## config.mk

```make
export PLATFORM = sky130hd
export DESIGN_NAME = aging_cache_slot_replacement
export DESIGN_NICKNAME = d
export VERILOG_FILES = /design/src/rtl/acsr_pkg.sv /design/src/rtl/acsr_cell.sv /design/src/rtl/aging_cache_slot_replacement.sv
export SDC_FILE = /design/constraint.sdc
export NUM_CORES = 2
export LEC_CHECK = 0
export BUFFER_PORTS_ARGS = -buffer_cell sky130_fd_sc_hd__buf_4
export CAP_MARGIN = 20
export CORE_AREA = 2 2 455 457
export CTS_CLUSTER_SIZE = 28
export DETAILED_ROUTE_END_ITERATION = 10
export DIE_AREA = 0 0 457 459
export PLACE_DENSITY_LB_ADDON = 0.1
export SYNTH_ARGS = -nofsm -noshare
export SYNTH_HDL_FRONTEND = slang
export SYNTH_SLANG_ARGS = --single-unit
export TNS_END_PERCENT = 5
```

## constraint.sdc

```tcl
create_clock -name clk -period 6.55 [get_ports clk]
set_input_delay 0.9825 -clock clk [delete_from_list [all_inputs] [get_ports clk]]
set_output_delay 0.9825 -clock clk [all_outputs]
set_load 0.01 [all_outputs]
```

## src/rtl/acsr_pkg.sv

```systemverilog
package acsr_pkg;

  localparam int SLOTS    = 8;
  localparam int AGE_BITS = 16;

  localparam int IDX_W  = (SLOTS > 1) ? $clog2(SLOTS) : 1;
  localparam int FILL_W = $clog2(SLOTS + 1);

  localparam logic [AGE_BITS-1:0] AGE_MAX = '1;

  localparam logic [1:0] OP_TICK  = 2'd0;
  localparam logic [1:0] OP_ALLOC = 2'd1;
  localparam logic [1:0] OP_TOUCH = 2'd2;

  typedef struct packed {
    logic [1:0]  op;
    logic [2:0]  slot;
    logic [63:0] record_word;
    logic [31:0] event_ref;
  } in_item_t;

  typedef struct packed {
    logic [2:0]  slot_index;
    logic        evicted;
    logic        hit_valid;
    logic [63:0] record_out;
    logic [31:0] event_out;
  } out_item_t;

  // Per-cell command for the current cycle.
  typedef struct packed {
    logic tick;
    logic clear;
    logic write;
  } cell_cmd_t;

  // Oldest-slot search token passed down the cell row.
  typedef struct packed {
    logic                vld;
    logic [IDX_W-1:0]    idx;
    logic [AGE_BITS-1:0] age;
  } scan_t;

endpackage

```

## src/rtl/acsr_cell.sv

```systemverilog
module acsr_cell import acsr_pkg::*; (
  input  logic             clk,
  input  logic             rst_n,
  input  logic [IDX_W-1:0] cell_idx,
  input  cell_cmd_t        cmd,
  input  logic [63:0]      wr_record,
  input  logic [31:0]      wr_event,
  input  scan_t            scan_in,
  output scan_t            scan_out,
  output logic [63:0]      rec_q,
  output logic [31:0]      evt_q
);

  logic [AGE_BITS-1:0] age_r, age_nxt;
  logic [63:0]         rec_r;
  logic [31:0]         evt_r;
  scan_t               scan_r, scan_nxt;

  // Saturating age: clear on write or touch, advance on tick.
  always_comb begin
    age_nxt = age_r;
    if (cmd.clear || cmd.write) begin
      age_nxt = '0;
    end else if (cmd.tick && (age_r != AGE_MAX)) begin
      age_nxt = age_r + 1'b1;
    end
  end

  // Take over the token only on a strictly greater age, so ties keep the lower index.
  always_comb begin
    scan_nxt = scan_in;
    if (scan_in.vld && (age_r > scan_in.age)) begin
      scan_nxt.idx = cell_idx;
      scan_nxt.age = age_r;
    end
  end

  always_ff @(posedge clk) begin
    if (!rst_n) begin
      age_r  <= '0;
      scan_r <= '0;
    end else begin
      age_r  <= age_nxt;
      scan_r <= scan_nxt;
    end
  end

  always_ff @(posedge clk) begin
    if (cmd.write) begin
      rec_r <= wr_record;
      evt_r <= wr_event;
    end
  end

  assign scan_out = scan_r;
  assign rec_q    = rec_r;
  assign evt_q    = evt_r;

endmodule

```

## src/rtl/aging_cache_slot_replacement.sv

```systemverilog
// Results: tick gives no result; touch and allocate into a free slot show their result
//   in the cycle after the transfer; allocate into a full cache shows it after the victim write.
// Throughput: one item per cycle for ticks, touches and allocates while free slots remain
//   and the output is not stalled; an allocate into a full cache stalls the input until the
//   search token has walked the cell row one cell per cycle and the victim has been written.
// Reset: synchronous, active low; clears fill count, all ages, search and output valid.
module aging_cache_slot_replacement import acsr_pkg::*; (
  input  logic      clk,
  input  logic      rst_n,
  input  logic      in_valid,
  output logic      in_stall,
  input  in_item_t  in_data,
  output logic      out_valid,
  input  logic      out_stall,
  output out_item_t out_data
);

  localparam int CMP_W = (FILL_W > 3) ? FILL_W : 3;

  localparam logic [1:0] ST_IDLE = 2'd0;  // take items
  localparam logic [1:0] ST_SCAN = 2'd1;  // search token walks the cells
  localparam logic [1:0] ST_FIN  = 2'd2;  // write victim once the output is free

  logic [1:0]        state_r, state_nxt;
  logic [FILL_W-1:0] fill_r, fill_nxt;
  logic [IDX_W-1:0]  victim_r;
  logic [63:0]       pend_rec_r;
  logic [31:0]       pend_evt_r;
  logic              out_valid_r, out_valid_nxt;
  out_item_t         out_data_r, out_data_nxt;

  logic             in_xfer, out_free, full;
  logic             is_tick, alloc_fill, alloc_scan, is_touch, touch_hit, fin_go;
  logic             wr_en;
  logic [IDX_W-1:0] wr_idx, touch_idx;
  logic [63:0]      wr_rec;
  logic [31:0]      wr_evt;

  cell_cmd_t   cmd  [SLOTS];
  scan_t       scan [SLOTS+1];
  logic [63:0] cell_rec [SLOTS];
  logic [31:0] cell_evt [SLOTS];

  // Hold the input while a search or its victim write is pending, or the output cannot take a new result.
  assign out_free = !out_valid_r || !out_stall;
  assign in_stall = (state_r != ST_IDLE) || !out_free;
  assign in_xfer  = in_valid && !in_stall;

  assign full       = (fill_r == FILL_W'(SLOTS));
  assign is_tick    = in_xfer && (in_data.op == OP_TICK);
  assign alloc_fill = in_xfer && (in_data.op == OP_ALLOC) && !full;
  assign alloc_scan = in_xfer && (in_data.op == OP_ALLOC) && full;
  assign is_touch   = in_xfer && (in_data.op == OP_TOUCH);
  // A touch counts only for a slot below the fill count.
  assign touch_hit  = is_touch && (CMP_W'(in_data.slot) < CMP_W'(fill_r));
  assign touch_idx  = IDX_W'(in_data.slot);
  assign fin_go     = (state_r == ST_FIN) && out_free;

  // One write port: the next free slot, or the victim found by the search.
  assign wr_en  = alloc_fill || fin_go;
  assign wr_idx = (state_r == ST_FIN) ? victim_r : fill_r[IDX_W-1:0];
  assign wr_rec = (state_r == ST_FIN) ? pend_rec_r : in_data.record_word;
  assign wr_evt = (state_r == ST_FIN) ? pend_evt_r : in_data.event_ref;

  // Launch the search token at cell 0 with age zero, so all-zero ages pick slot 0.
  assign scan[0].vld = alloc_scan;
  assign scan[0].idx = '0;
  assign scan[0].age = '0;

  for (genvar i = 0; i < SLOTS; i++) begin : g_cell
    assign cmd[i].tick  = is_tick;
    assign cmd[i].clear = touch_hit && (touch_idx == IDX_W'(i));
    assign cmd[i].write = wr_en && (wr_idx == IDX_W'(i));

    acsr_cell u_cell (
      .clk      (clk),
      .rst_n    (rst_n),
      .cell_idx (IDX_W'(i)),
      .cmd      (cmd[i]),
      .wr_record(wr_rec),
      .wr_event (wr_evt),
      .scan_in  (scan[i]),
      .scan_out (scan[i+1]),
      .rec_q    (cell_rec[i]),
      .evt_q    (cell_evt[i])
    );
  end

  always_comb begin
    state_nxt = state_r;
    unique case (state_r)
      ST_IDLE: if (alloc_scan) begin
        state_nxt = ST_SCAN;
      end
      ST_SCAN: if (scan[SLOTS].vld) begin
        state_nxt = ST_FIN;
      end
      ST_FIN: if (fin_go) begin
        state_nxt = ST_IDLE;
      end
      default: state_nxt = ST_IDLE;
    endcase
  end

  assign fill_nxt = alloc_fill ? fill_r + 1'b1 : fill_r;

  // Build the next result; drop the current one once the far side takes it.
  always_comb begin
    out_valid_nxt = out_valid_r && out_stall;
    out_data_nxt  = out_data_r;
    if (alloc_fill || fin_go) begin
      out_valid_nxt           = 1'b1;
      out_data_nxt.slot_index = 3'(wr_idx);
      out_data_nxt.evicted    = fin_go;
      out_data_nxt.hit_valid  = 1'b1;
      out_data_nxt.record_out = '0;
      out_data_nxt.event_out  = '0;
    end else if (is_touch) begin
      out_valid_nxt           = 1'b1;
      out_data_nxt.slot_index = in_data.slot;
      out_data_nxt.evicted    = 1'b0;
      out_data_nxt.hit_valid  = touch_hit;
      out_data_nxt.record_out = touch_hit ? cell_rec[touch_idx] : '0;
      out_data_nxt.event_out  = touch_hit ? cell_evt[touch_idx] : '0;
    end
  end

  always_ff @(posedge clk) begin
    if (!rst_n) begin
      state_r     <= ST_IDLE;
      fill_r      <= '0;
      out_valid_r <= 1'b0;
    end else begin
      state_r     <= state_nxt;
      fill_r      <= fill_nxt;
      out_valid_r <= out_valid_nxt;
    end
  end

  always_ff @(posedge clk) begin
    out_data_r <= out_data_nxt;
    if (alloc_scan) begin
      pend_rec_r <= in_data.record_word;
      pend_evt_r <= in_data.event_ref;
    end
    if (scan[SLOTS].vld) begin
      victim_r <= scan[SLOTS].idx;
    end
  end

  assign out_valid = out_valid_r;
  assign out_data  = out_data_r;

endmodule

```

==> flow_metrics.tcl <==
set metrics [dict create \
    dp.cells 6398 \
    yosysWarnings 0 \
    yosysSeqAreaShare_pct 65.90 \
    status "complete, no violations" \
    finalClockSkew_ps 44.35 \
    overflow 0 \
    worstPathArrival_ps 4000 \
    crit_path_end_kind "flip-flop" \
    cp_common_cell "buf_4" \
    final_cell_mix "edfxtp_1 (871), nand2_1 (650), dfxtp_1 (369), buf_4 (264), mux2i_1 (211)" \
    fin_crit_sh_pct 54.54 \
    cts_tree "done" \
    die_w_um 457 \
    whs_ps 376.2 \
    via_per_inst 4.405 \
    dp_hpwl_um 90660 \
    drtAntennaViolNets 0 \
    clock_latency_ps 790 \
    synth_async_sr_flop_share_pct 0 \
    m1WireLength_um 68900 \
    grt_pass1_vias 30760 \
    cts.sinks 1240 \
    cts_resized 0 \
    first_pass_iters 5 \
    crit_slowest_cell "nor2_4" \
    critPathMaxStageDelay_ps 690 \
    synth_edf_count 871 \
    instances_no_fill 6683 \
    ys_ff_latch 1240 \
    start_kind "flip-flop" \
    netlist_area_um2 50900 \
    worstMarginPinSlew_ps 1067 \
    leakage_nw 20.22 \
    grt_setup_unrepaired "false" \
    ctsHoldBuffers 0 \
    cp_max_fo 23 \
    synth-main-ff-cell "edfxtp_1" \
    top_layer "met5" \
    layout_commonest_cell "edfxtp_1" \
    drive_gt1_share_pct 18.44 \
    io_buffer_count 207 \
    synth.distinct_cells 64 \
    max_cap_violations 0 \
    report.final.slew_viol_count 0 \
    vias 29440 \
    grt_usage_pct 13.98 \
    htreeDepth 4 \
    cts_buffers 150 \
    grt_max_degree 113 \
    crit_buf_inv 3 \
    worstSetupPathType "flip-flop to flip-flop" \
    path_cells "clkinv_1, ha_1, and3b_1, nor4_4, o21ai_0, buf_4, nor2_4, buf_4" \
    fmaxAchievable_mhz 279.9 \
    max-vdd-ir-drop_v 0.0002328 \
    hold_viol 0 \
    gp_congestion 0.7444 \
    holdCritPathClass "primary input to flip-flop" \
    setup_viol 0 \
    powerDensity_nw_per_um2 287.0 \
    antenna_found_initial 3 \
    remaining_drc_errors 0 \
    drt_first_iter_violations 1722 \
    critPathTopFamily "simple AND/OR/NAND/NOR gates" \
    finalNetCount 4077 \
    fp.coreArea_um2 205600 \
    die_area_um2 209800 \
    slew-limit-headroom_pct 28.86 \
    met3_length_um 4718 \
    num_rows 167 \
    wl_met2_um 70770 \
    cts_root_buf "clkbuf_16" \
    io_pins 208 \
    synth_fp_nets 3826 \
    place_ws_ps 2172 \
    clockBufferDepth 3 \
    worst_ep_required_time_ps 6980 \
    detail_route.wl_per_cell_um 21.99 \
    start_util_pct 24.76 \
    min_period_ps 3573 \
    path_clk_slew_ps 60 \
    postCtsSetupBuffers 0 \
    die_y_um 459 \
    synthCells 3596 \
    synthToLayoutAreaGrowth_pct 19.41 \
    avgSynthCellArea_um2 14.15 \
    wirelength_um 147000 \
    fin_ws_ps 2977 \
    fillers 20830 \
    grt_pass1_wl_um 216300 \
]
==> worst register-to-register path, stage by stage, from the launching register on <==
cell and delay [ps]:
dfxtp_1 380, clkinv_1 240, ha_1 280, and3b_1 230, nor4_4 460, o21ai_0 150
buf_4 220, nor2_4 690, buf_4 550
==> cell type report <==
type	instances	area, um2	area share (%)
Multi-Input combinational cell	2031	16240	26.72
Antenna cell	5	12.51	0.02058
Tap cell	2704	3383	5.566
Clock buffer	223	4243	6.980
Timing Repair Buffer	277	2205	3.627
Inverter	147	551.8	0.9078
Clock inverter	56	605.6	0.9963
Sequential cell	1240	33540	55.18
==> cell families after synthesis <==
logic type / share of synthesized area, %
flip-flops: 65.90
adder cells (fa/ha/maj): 3.073
buffers and inverters: 2.532
XOR/XNOR: 1.772
AO/OA/AOI/OAI: 4.336
AND/OR/NAND/NOR: 9.746
multiplexers: 12.64
==> metal layers <==
metal,GRT usage [%],vias to the layer above
li1,-,13940
met1,18.86,14900
met2,23.32,428
met3,2.437,171
met4,3.250,2
met5,0,-
==> worst paths after layout <==
check,startpoint,end,cells after the start,slack (ps)
worst max-delay path,fill_r[0],g_cell[7].u_cell.rec_q[48],8,2980
worst min-delay path,in_data[70],pend_rec_r[38],1,380
worst min register to register,g_cell[7].u_cell.scan_out[17],victim_r[1],0,410
worst max register to register,fill_r[0],g_cell[7].u_cell.rec_q[48],8,2980
==> Yosys cell counts, drive strengths merged (3+ instances only) <==
master	number	share of area, %
edfxtp	871	51
nand2	650	4.8
dfxtp	369	15
mux2i	211	4.1
mux4	192	8.5
nor3	161	1.6
inv	145	1.1
ha	125	3.1
clkbuf	115	0.85
o21ai	111	1.1
xnor2	97	1.7
a21oi	63	0.62
buf	63	0.60
nand3	55	0.54
nand4	45	0.55
and2	33	0.41
a211oi	30	0.47
a2111oi	29	0.71
nor2	28	0.21
and3	25	0.31
and4	18	0.31
nor4	18	0.26
a21o	17	0.25
nor3b	11	0.16
a31oi	10	0.12
nor2b	9	0.11
o21a	9	0.13
nand2b	8	0.098
o31ai	8	0.32
or4	7	0.13
a21boi	6	0.088
o211ai	6	0.088
xor2	6	0.10
or2	5	0.061
a221o	4	0.079
a31o	4	0.069
and3b	3	0.052
nor4b	3	0.052
o22ai	3	0.037
o31a	3	0.052
or3	3	0.037
==> registers in the layout, summed over array words and instances, names as in the netlist <==
signal                  count
pend_rec_r                 64
g_cell.u_cell.age_r       128
g_cell.u_cell.evt_q       256
pend_evt_r                 32
g_cell.u_cell.rec_q       512
fill_r                      4
out_data                  101
g_cell.u_cell.scan_out    137
state_r                     2
victim_r                    3
out_valid                   1
==> power breakdown <==
part | internal (mW) | switching (mW) | leakage [nW]
Sequential | 8.46 | 0.0690 | 10.8
Combinational | 0.293 | 0.455 | 7.03
Clock | 4.79 | 3.38 | 2.35
==> per-stage QoR <==
stage | total power, mW | TNS, ps | instance area (um2) | utilization [%]
6_report | 17.45 | 0 | 60780 | 29.56
5_1_grt | 18.13 | 0 | 60770 | 29.56
4_1_cts | 17.77 | 0 | 60760 | 29.55
3_5_place_dp | 9.480 | 0 | 55910 | 27.20
3_3_place_gp | 9.479 | 0 | 55910 | 27.19
2_1_floorplan | 9.082 | -38240 | 50900 | -
Note: power is estimated with default switching activity, not from simulation.
